File: config.mk
export PLATFORM = sky130hd
export DESIGN_NAME = disk_block_bitmap_allocator_unit
export DESIGN_NICKNAME = d
export VERILOG_FILES = /design/src/design/dbba_pkg.sv /design/src/design/disk_block_bitmap_allocator_unit.sv /design/src/design/dbba_find_free.sv
export VERILOG_INCLUDE_DIRS = /design/src /design/src/design
export SDC_FILE = /design/constraint.sdc
export NUM_CORES = 1
export LEC_CHECK = 0
export BUFFER_PORTS_ARGS = -buffer_cell sky130_fd_sc_hd__buf_2
export CAP_MARGIN = 20
export CORE_ASPECT_RATIO = 1.4
export CORE_UTILIZATION = 35
export CTS_BUF_LIST = sky130_fd_sc_hd__clkbuf_4
export DETAILED_ROUTE_END_ITERATION = 7
export PLACE_DENSITY = 0.51
export SLEW_MARGIN = 20
export SYNTH_ARGS = -nofsm -noshare
export SYNTH_HDL_FRONTEND = slang
export SYNTH_SLANG_ARGS = --single-unit
File: constraint.sdc
create_clock -name clk -period 11.12 [get_ports clk]
set_input_delay 1.668 -clock clk [delete_from_list [all_inputs] [get_ports clk]]
set_output_delay 1.668 -clock clk [all_outputs]
set_load 0.05 [all_outputs]
File: src/design/disk_block_bitmap_allocator_unit_assert.svh
// assertion macros for the disk block bitmap allocator
// simulation builds get concurrent checks, synthesis builds get empty bodies
// no dependencies
`ifndef DISK_BLOCK_BITMAP_ALLOCATOR_UNIT_ASSERT_SVH
`define DISK_BLOCK_BITMAP_ALLOCATOR_UNIT_ASSERT_SVH

`ifndef SYNTHESIS

// condition must hold in the same cycle as the trigger
`define DBBA_ASSERT_SAME(label, clk, rst, pre, post) \
  label: assert property (@(posedge clk) disable iff (rst) (pre) |-> (post)) \
    else $error("dbba assertion failed");

// condition must hold in the cycle after the trigger
`define DBBA_ASSERT_NEXT(label, clk, rst, pre, post) \
  label: assert property (@(posedge clk) disable iff (rst) (pre) |=> (post)) \
    else $error("dbba assertion failed");

`else

`define DBBA_ASSERT_SAME(label, clk, rst, pre, post)
`define DBBA_ASSERT_NEXT(label, clk, rst, pre, post)

`endif

`endif

File: src/design/dbba_pkg.sv
// shared types and constants for the disk block bitmap allocator
// used by dbba_find_free and disk_block_bitmap_allocator_unit
`timescale 1ns / 1ps

package dbba_pkg;

  // map size, a power of two from 32 to 256
  localparam int MAX_BLOCKS = 256;
  localparam int IDX_W      = $clog2(MAX_BLOCKS);

  // item and register field widths
  localparam int OP_W    = 2;
  localparam int BLK_W   = 8;
  localparam int CNT_W   = 9;
  localparam int TOTAL_W = 9;
  localparam int DIR_W   = 5;

  // stream and config port widths
  localparam int IN_TDATA_W  = 8;
  localparam int OUT_TDATA_W = 24;
  localparam int CFG_IDX_W   = 1;
  localparam int CFG_DATA_W  = 9;

  localparam logic [TOTAL_W-1:0] TOTAL_RESET = TOTAL_W'(243);
  localparam logic [DIR_W-1:0]   DIR_RESET   = DIR_W'(2);

  typedef enum logic [OP_W-1:0] {
    OP_CLEAR = 2'd0,
    OP_MARK  = 2'd1,
    OP_ALLOC = 2'd2
  } op_t;

  typedef enum logic [CFG_IDX_W-1:0] {
    CFG_TOTAL_BLOCKS     = 1'b0,
    CFG_DIRECTORY_BLOCKS = 1'b1
  } cfg_reg_t;

  // lowest clear bit of the map
  typedef struct packed {
    logic             found;
    logic [IDX_W-1:0] idx;
  } free_t;

endpackage

File: src/design/disk_block_bitmap_allocator_unit.sv
// disk block bitmap allocator: clear / mark / allocate on a one-bit-per-block map
// depends on dbba_pkg, dbba_find_free and disk_block_bitmap_allocator_unit_assert.svh
//
//  channel   direction  signals                     beat contents (low bit first)
//  s_*       in         tvalid tready tdata tuser   tdata: block[7:0]; tuser: operation[1:0]
//  m_*       out        tvalid tready tdata tuser   tdata: allocated_block[7:0],
//                                                   used_count[16:8], zero pad; tuser: full_res
//  cfg_*     in         we index data               index 0 total_blocks, 1 directory_blocks
//
//  every operation is computed in the single compute stage between the input
//  register and the result register; the 256-leaf free-bit tree sets that path.
//  one beat in per cycle unless m stalls; a beat passes the input, then the result register.
//  rst (synchronous) clears the map, the used count and both pipeline valids and
//  loads total_blocks 243, directory_blocks 2; no clearing pass is needed.
//  an m-side stall holds the result register, and the input register then holds too.
`timescale 1ns / 1ps
`include "disk_block_bitmap_allocator_unit_assert.svh"

module disk_block_bitmap_allocator_unit (
  input  logic                             clk,
  input  logic                             rst,
  // slave side
  input  logic                             s_tvalid,
  output logic                             s_tready,
  input  logic [dbba_pkg::IN_TDATA_W-1:0]  s_tdata,   // block[7:0]
  input  logic [dbba_pkg::OP_W-1:0]        s_tuser,   // operation[1:0]
  // master side
  output logic                             m_tvalid,
  input  logic                             m_tready,
  output logic [dbba_pkg::OUT_TDATA_W-1:0] m_tdata,   // allocated_block[7:0], used_count[16:8]
  output logic                             m_tuser,   // full_res
  // config write port
  input  logic                             cfg_we,
  input  logic [dbba_pkg::CFG_IDX_W-1:0]   cfg_index,
  input  logic [dbba_pkg::CFG_DATA_W-1:0]  cfg_data
);
  import dbba_pkg::*;

  localparam logic [BLK_W:0] BLK_LIMIT = (BLK_W + 1)'(MAX_BLOCKS);

  // config registers
  logic [TOTAL_W-1:0] total_blocks;
  logic [DIR_W-1:0]   directory_blocks;

  // map state
  logic [MAX_BLOCKS-1:0] used_map, used_map_next;
  logic [CNT_W-1:0]      used_total, used_total_next;

  // input register
  logic             in_valid;
  op_t              in_op;
  logic [BLK_W-1:0] in_blk;

  // result register
  logic             out_valid;
  logic [BLK_W-1:0] out_block, out_block_next;
  logic             out_full, out_full_next;
  logic [CNT_W-1:0] out_count;

  logic  advance;
  logic  fire;
  free_t free;
  logic  mark_ok;
  logic  alloc_ok;

  // result register is empty or drains this cycle
  assign advance  = !out_valid || m_tready;
  assign fire     = in_valid && advance;
  assign s_tready = !in_valid || advance;

  dbba_find_free u_find_free (
    .used_map (used_map),
    .free     (free)
  );

  // mark ignores block zero (end of a pointer list), blocks past the map and busy blocks
  assign mark_ok  = (in_blk != '0) && ({1'b0, in_blk} < BLK_LIMIT)
                    && !used_map[in_blk[IDX_W-1:0]];
  // allocate only below total_blocks
  assign alloc_ok = free.found && (TOTAL_W'(free.idx) < total_blocks);

  always_comb begin
    used_map_next   = used_map;
    used_total_next = used_total;
    out_block_next  = '0;
    out_full_next   = 1'b0;
    case (in_op)
      OP_CLEAR: begin
        // directory never exceeds 31 blocks, always inside the map
        used_map_next   = ~({MAX_BLOCKS{1'b1}} << directory_blocks);
        used_total_next = CNT_W'(directory_blocks);
      end
      OP_MARK: begin
        if (mark_ok) begin
          used_map_next[in_blk[IDX_W-1:0]] = 1'b1;
          used_total_next                  = used_total + 1'b1;
        end
      end
      OP_ALLOC: begin
        if (alloc_ok) begin
          used_map_next[free.idx] = 1'b1;
          used_total_next         = used_total + 1'b1;
          out_block_next          = BLK_W'(free.idx);
        end else begin
          out_full_next = 1'b1;
        end
      end
      default: begin
        // unused code: no change, plain status beat
      end
    endcase
  end

  always_ff @(posedge clk) begin
    if (rst) begin
      in_valid         <= 1'b0;
      out_valid        <= 1'b0;
      used_map         <= '0;
      used_total       <= '0;
      total_blocks     <= TOTAL_RESET;
      directory_blocks <= DIR_RESET;
    end else begin
      if (s_tready) begin
        in_valid <= s_tvalid;
      end
      if (s_tvalid && s_tready) begin
        in_op  <= op_t'(s_tuser);
        in_blk <= s_tdata[BLK_W-1:0];
      end
      if (advance) begin
        out_valid <= in_valid;
      end
      if (fire) begin
        out_block  <= out_block_next;
        out_full   <= out_full_next;
        out_count  <= used_total_next;
        used_map   <= used_map_next;
        used_total <= used_total_next;
      end
      if (cfg_we) begin
        case (cfg_index)
          CFG_TOTAL_BLOCKS:     total_blocks     <= cfg_data[TOTAL_W-1:0];
          CFG_DIRECTORY_BLOCKS: directory_blocks <= cfg_data[DIR_W-1:0];
          default: begin
          end
        endcase
      end
    end
  end

  assign m_tvalid = out_valid;
  assign m_tdata  = {(OUT_TDATA_W - BLK_W - CNT_W)'(0), out_count, out_block};
  assign m_tuser  = out_full;

  // running count matches the map
  `DBBA_ASSERT_SAME(a_count_matches_map, clk, rst, 1'b1,
                    $countones(used_map) == int'(used_total))
  // a full result never names a block
  `DBBA_ASSERT_SAME(a_full_has_no_block, clk, rst, out_valid && out_full,
                    out_block == '0)
  // clear leaves the used count equal to directory_blocks
  `DBBA_ASSERT_NEXT(a_clear_count, clk, rst, fire && (in_op == OP_CLEAR),
                    used_total == CNT_W'(directory_blocks))

endmodule

File: src/design/dbba_find_free.sv
// lowest-clear-bit search over the used map, binary tree of pair selects
// depends on dbba_pkg
`timescale 1ns / 1ps

module dbba_find_free (
  input  logic [dbba_pkg::MAX_BLOCKS-1:0] used_map,
  output dbba_pkg::free_t                 free
);
  import dbba_pkg::*;

  localparam int LEVELS = IDX_W;

  logic             lvl_found [0:LEVELS][0:MAX_BLOCKS-1];
  logic [IDX_W-1:0] lvl_idx   [0:LEVELS][0:MAX_BLOCKS-1];

  always_comb begin
    for (int l = 0; l <= LEVELS; l++) begin
      for (int n = 0; n < MAX_BLOCKS; n++) begin
        lvl_found[l][n] = 1'b0;
        lvl_idx[l][n]   = '0;
      end
    end
    // leaves: one per block
    for (int n = 0; n < MAX_BLOCKS; n++) begin
      lvl_found[0][n] = ~used_map[n];
      lvl_idx[0][n]   = IDX_W'(n);
    end
    // each node prefers its lower half
    for (int l = 0; l < LEVELS; l++) begin
      for (int n = 0; n < MAX_BLOCKS / 2; n++) begin
        if (n < (MAX_BLOCKS >> (l + 1))) begin
          lvl_found[l+1][n] = lvl_found[l][2*n] | lvl_found[l][2*n+1];
          lvl_idx[l+1][n]   = lvl_found[l][2*n] ? lvl_idx[l][2*n] : lvl_idx[l][2*n+1];
        end
      end
    end
  end

  assign free.found = lvl_found[LEVELS][0];
  assign free.idx   = lvl_idx[LEVELS][0];

endmodule

==> metrics.yaml, run 1 <==
yosys:
  syn_inst: 2312
  avgSynthCellArea_sq_um: 8.46
  synth_area_sq_mm: 0.0196
  ys_warn_count: 0
  yosysUniqueCellTypes: 89
  synth_edf_count: 28
  ys_seq_elements: 309
  async_flop_share_pct: 0
  ys.flop_type: "dfxtp_1"
  yosysSeqAreaShare_pct: 33.1
die:
  die_y_um: 282
  ios: 52
  start_util_pct: 35.4
  coreArea_sq_mm: 0.0553
  die-area_sq_mm: 0.0568
  fp-row-count: 102
  die_w_um: 202
detailed_routing:
  antenna_left: 0
  first_pass_iters: 6
  drc_errors: 0
  drtIter0Drc: 2714
  wl_per_cell_um: 30.1
  routed_wirelength_um: 93600
  via_per_inst: 6.86
  vias: 21300
clock_network:
  clock-sinks: 309
  cts_max_level: 3
  cts.repair.resized: 0
  cts_tree: "yes"
  cts_hold_buf: 0
  clockRootBuffer: "clkbuf_4"
  cts_buffers: 84
  clk_pin_slew_ns: 0.06
  post_cts_buffers: 0
  clk_latency_ns: 0.92
  cts_buffer_depth: 3
setup_path:
  cp_data_arrival_time_ns: 9.37
  crit_required_ns: 11.87
  path_max_fanout: 68
  path_class: "reg2reg"
  crit_path_start_kind: "flip-flop"
  end_kind: "flip-flop"
timing:
  relSlewSlack_pct: 16.9
  slew_viol_final: 0
  fin_tns_setup_ns: 0
  clock_skew_ns: 0.0837
  period_share_pct: 77.5
  tightest_slew_ns: 1.24
  layout_setup_ws_ns: 2.50
  hold_viol: 0
  fmax_mhz: 116
  timing.final.crit_period_ns: 8.62
  rsz0062_at_grt: "no"
  setup_violations: 0
global_routing:
  grtUsageMet3_pct: 8.38
  gr-usage-all-layers_pct: 32.3
  grt_pass1_vias: 20100
  grt_use_met2_pct: 51.0
  grt-ovfl-total: 0
  grt_max_degree: 90
  busiest_layer: "met2"
  antenna_found_initial: 4
  grt_pass1_wl_um: 136000
  use_met1_pct: 36.5
power:
  power_density_mw_per_mm2: 114
  switchingPower_mw: 0.704
  cellLeakagePower_nw: 6.42
  power_mw: 2.46
  ir_drop_mv: 0.0632
  switching_share_pct: 28.6
  p_int_mw: 1.76
  combPwrFrac_pct: 8.5
  sequentialPowerShare_pct: 46.3
  p_clk_share_pct: 45.2
layout:
  drive_gt1_share_pct: 16.1
  layout.nets: 2354
  stdcell_count: 3108
  final_util_pct: 39.0
  area_delta_synth_final_pct: 10.2
place:
  dp.cells: 2958
  pre_cts_ws_ns: 2.95
  port_buffers: 44
  place_hpwl_um: 61500
  routabilityCongestion: 0.976
run_status:
  outcome: "finished clean"
hold_path:
  hold_class: "reg2reg"
flow_run:
  drv_cap: 0
per-stage QoR:
| stage | hold WS (ns) | cell area, sq um |
|---|---|---|
| after floorplan | 0.444 | 19600 |
| final | 0.499 | 21500 |
| after detailed placement | 0.481 | 20400 |
| after global placement | 0.474 | 20400 |
| after CTS | 0.492 | 21500 |
| after global routing | 0.515 | 21500 |
power by group through the flow:
stage	combinational, mW	sequential [mW]	clock, mW
final	0.208	1.14	1.11
after global routing	0.217	1.14	1.19
after CTS	0.202	1.14	1.13
after detailed placement	0.202	1.17	0
after global placement	0.201	1.17	0
after floorplan	0.130	1.17	0
state kept, by name (all words and copies together), names as in the netlist, 2 cells and up:
| name | cells |
|---|---|
| total_blocks | 9 |
| used_total | 9 |
| out_block | 8 |
| out_count | 9 |
| in_op | 2 |
| used_map | 256 |
| directory_blocks | 5 |
| in_blk | 8 |
metal layers:
layer | vias to the layer above | routed length (um)
met5 | - | 23
met4 | 4 | 8510
met3 | 441 | 9030
met2 | 1300 | 42100
met1 | 10500 | 33900
li1 | 9103 | -
cell usage after synthesis (26+ instances only):
master,n,area share [%]
inv_1,85,1.6
nand2_1,145,2.8
nand2b_1,35,1.1
nor2_1,296,5.7
edfxtp_1,28,4.3
dfxtp_1,281,29
mux2i_1,26,1.3
buf_2,48,1.2
a31oi_1,33,1.1
clkbuf_1,106,2.0
nor3_1,212,5.4
a211oi_1,51,2.0
o21ai_0,72,1.8
nand3_1,41,1.0
a21oi_1,80,2.0
a221oi_1,231,10
nand4_1,74,2.4
nor2b_1,28,0.90
mux4_2,59,6.8
area by class of cell:
class	count	area, sq um
fill	5649	33700
clock buffer	126	946
tap	728	911
timing repair buffer	104	687
sequential	309	6470
inverter	86	323
antenna	4	10.0
clock inverter	19	150
multi-input combinational	1732	12100
worst max-delay path, stage by stage (launching register included):
cell and delay (ns):
dfxtp_1 0.41, nand4_1 0.23, nor4_2 0.86, nand4_2 0.67, nor2_1 0.88, o31ai_1 0.25, nor3_2 0.47, nor2_2 0.26
ha_1 0.36, a21o_1 0.17, a21o_1 0.18, a211oi_1 0.23, o21bai_1 0.10, a21oi_1 0.15, o211ai_1 0.12, a22oi_1 0.43
and3_4 0.87, buf_4 0.78, buf_4 0.67, nor2_1 0.09, nor3_1 0.20
layout by cell type (no fill, tap or decap), types with 28 or more instances in the layout:
cell	Yosys	layout
edfxtp_1	28	28
buf_4	17	58
a221oi_1	231	231
a31oi_1	33	33
o21ai_0	72	72
nand4_1	74	74
dfxtp_1	281	281
a211oi_1	51	51
inv_1	85	85
nand3_1	41	40
mux4_2	59	59
nor2_1	296	292
nand2b_1	35	34
buf_2	48	44
nor3_1	212	205
nand2_1	145	145
a21oi_1	80	80
clkbuf_4	0	126
final timing paths:
kind                startpoint           end  slack, ns  cells past startpoint
hold / removal    used_map[31]  used_map[31]       0.50                      1
hold reg to reg   used_map[31]  used_map[31]       0.50                      1
setup / recovery   used_map[7]  used_map[88]       2.50                     20
setup reg to reg   used_map[7]  used_map[88]       2.50                     20
kinds of logic (layout without fill, tap and decap cells):
kind of cell,count (synthesis),after routing,share of synthesized area (%)
compound gates,662,662,26.0
fa+ha+maj,12,12,0.768
buf+inv,277,335,6.18
flops,309,309,33.1
mux,88,88,8.30
other cells,1,11,0.0192
simple gates,963,963,25.6
(Power assumes the default switching activity.)
==> run 2: changes to the inputs <==
- clock period: 11.12 -> 8.4 ns (I/O delays scaled with it)
==> run 2 against run 1 <==
  * Fmax increased by 12%
  * Global-route usage decreased by 1.1 points
  * Cell count about the same
  * Clock skew decreased by 0.025 ns
  * Via count decreased by 1.3%
  * Combinational power increased by 31%
==> metrics.yaml, run 2 (same netlist as run 1, synthesis figures left out) <==
run_status:
  outcome: "finished clean"
timing:
  fin_tns_setup_ns: 0  # unchanged
  rsz0062_at_grt: "no"
  period_share_pct: 91.6  # +14 points
  clock_skew_ns: 0.0590  # -0.0247 ns
  relSlewSlack_pct: 23.7  # +6.8 points
  layout_setup_ws_ns: 0.709  # -1.79 ns
  timing.final.crit_period_ns: 7.69  # -0.930 ns
  tightest_slew_ns: 1.14  # -0.0967 ns
  fmax_mhz: 130  # +12%
  hold_viol: 0  # unchanged
  setup_violations: 0  # unchanged
  slew_viol_final: 0  # unchanged
clock_network:
  cts.repair.resized: 0  # unchanged
  clockRootBuffer: "clkbuf_4"
  post_cts_buffers: 0  # unchanged
  clock-sinks: 309  # unchanged
  cts_buffer_depth: 3  # unchanged
  clk_latency_ns: 0.88  # -0.04 ns
  clk_pin_slew_ns: 0.07  # about the same
  cts_buffers: 85  # +1.2%
  cts_max_level: 3  # unchanged
  cts_hold_buf: 0  # unchanged
  cts_tree: "yes"
layout:
  final_util_pct: 39.0  # about the same
  final_common_cell: "nor2_1"
  drive_gt1_share_pct: 16.2  # +0.035 points
  regMostFlops: "used_map"
  layout.nets: 2352  # -0.085%
  final_cell_mix: "292 x nor2_1, 281 x dfxtp_1, 231 x a221oi_1"
  largest_reg_flops: 256  # unchanged
  stdcell_count: 3107  # -0.032%
  nFillCells: 5646  # -0.053%
  area_delta_synth_final_pct: 10.2  # about the same
setup_path:
  crit_chain: "nand4_1, nor4_2, nand4_2, nor2_1, o31ai_1, nor3_2, nor2_2, ha_1, a21o_1, a21o_1, a211oi_1, o21bai_1, a21oi_1, o211ai_1, a22oi_1, and3_4, nand2b_1, o41ai_1"
  path_delay_family: "simple AND/OR/NAND/NOR gates"
  path_class: "reg2reg"
  crit_required_ns: 9.14  # -2.73 ns
  path_buf_inv: 0  # -2
  slowest_delay_ns: 0.87  # about the same
  cpMostUsedCell: "a21o_1"
  end_kind: "flip-flop"
  cp_num_cells: 18  # -10%
  slowest_stage: "nor2_1"
  r2r_cells: 18  # -10%
  crit_path_start_kind: "flip-flop"
  r2r-start: "used_map[7]"
  cp_data_arrival_time_ns: 8.43  # -0.94 ns
  path_max_fanout: 43  # -37%
  startpoint: "used_map[7]"
die:
  coreArea_sq_mm: 0.0553  # unchanged
  fp-row-count: 102  # unchanged
  die_w_um: 202  # unchanged
  ios: 52  # unchanged
  die-area_sq_mm: 0.0568  # unchanged
  start_util_pct: 35.4  # unchanged
  die_y_um: 282  # unchanged
global_routing:
  grt-ovfl-total: 0  # unchanged
  gr-usage-all-layers_pct: 31.2  # -1.1 points
  grt_pass1_vias: 19700  # -2.3%
  antenna_found_initial: 1  # -3
  grt_pass1_wl_um: 132000  # -2.9%
  grt_max_degree: 105  # +17%
power:
  power_density_mw_per_mm2: 149  # +30%
  cellLeakagePower_nw: 6.42  # about the same
  power_mw: 3.21  # +30%
  ir_drop_mv: 0.0680  # +7.6%
flow_run:
  drv_cap: 0  # unchanged
detailed_routing:
  vias: 21100  # -1.3%
  first_pass_iters: 7  # +1
  drtIter0Drc: 2818  # +3.8%
  via_per_inst: 6.78  # -1.3%
  antenna_left: 0  # unchanged
  drc_errors: 0  # unchanged
  wl_per_cell_um: 29.1  # -3.5%
  routed_wirelength_um: 90300  # -3.5%
place:
  port_buffers: 44  # unchanged
  place_hpwl_um: 60400  # -1.7%
  routabilityCongestion: 1.01  # +3.1%
  dp.cells: 2956  # -0.068%
  pre_cts_ws_ns: 0.892  # -2.06 ns
hold_path:
  worstHoldStart: "used_map[15]"
  hold_class: "reg2reg"
  hold_depth: 2  # +1
run 2: cell count changes in the layout (fill, tap and decap cells not counted), sizes merged:
cell	previous run	this run
diode	4	2
inv	87	89
clkinv	15	16
buf	104	101
bufinv	3	1
clkbuf	126	129
run 2: worst min-delay path, cell delays in order (launching register included):
cell and delay, ns:
dfxtp_1 0.33, inv_1 0.06, o32ai_1 0.06
run 2: per-layer routing:
metal  global-route usage [%]  vias to the layer above  part of all wire, %
met5                        0                        -                    0
li1                         -                     9119                    -
met2                     50.2                     1301                   46
met4                     25.3                        0                  8.6
met3                     5.21                      365                  8.0
met1                     36.7                    10300                   38
run 2: layout make-up:
type	count	area, sq um	share of cell area [%]
Clock buffer	129	968	4.49
Tap cell	728	911	4.23
Sequential cell	309	6470	30.0
Clock inverter	20	104	0.482
Timing Repair Buffer	101	711	3.30
Antenna cell	2	5.00	0.0232
Inverter	86	323	1.50
Multi-Input combinational cell	1732	12100	56.0
run 2: metrics by stage:
step	hold WS [ns]	cell area, sq um
final	0.508	21500
after global routing	0.525	21500
after CTS	0.503	21500
after detailed placement	0.491	20500
after global placement	0.465	20400
after floorplan	0.444	19600
run 2: path summary, 6_finish.rpt:
path / endpoint / slack (ns)
max reg2reg: used_map[4] / 0.71
min reg2reg: used_map[15] / 0.51
min: used_map[15] / 0.51
max: used_map[4] / 0.71
run 2: where the power goes:
group / total, mW / internal, mW / switching, mW
Combinational: 0.272 / 0.0657 / 0.207
Sequential: 1.51 / 1.50 / 0.0169
Clock: 1.43 / 0.726 / 0.701
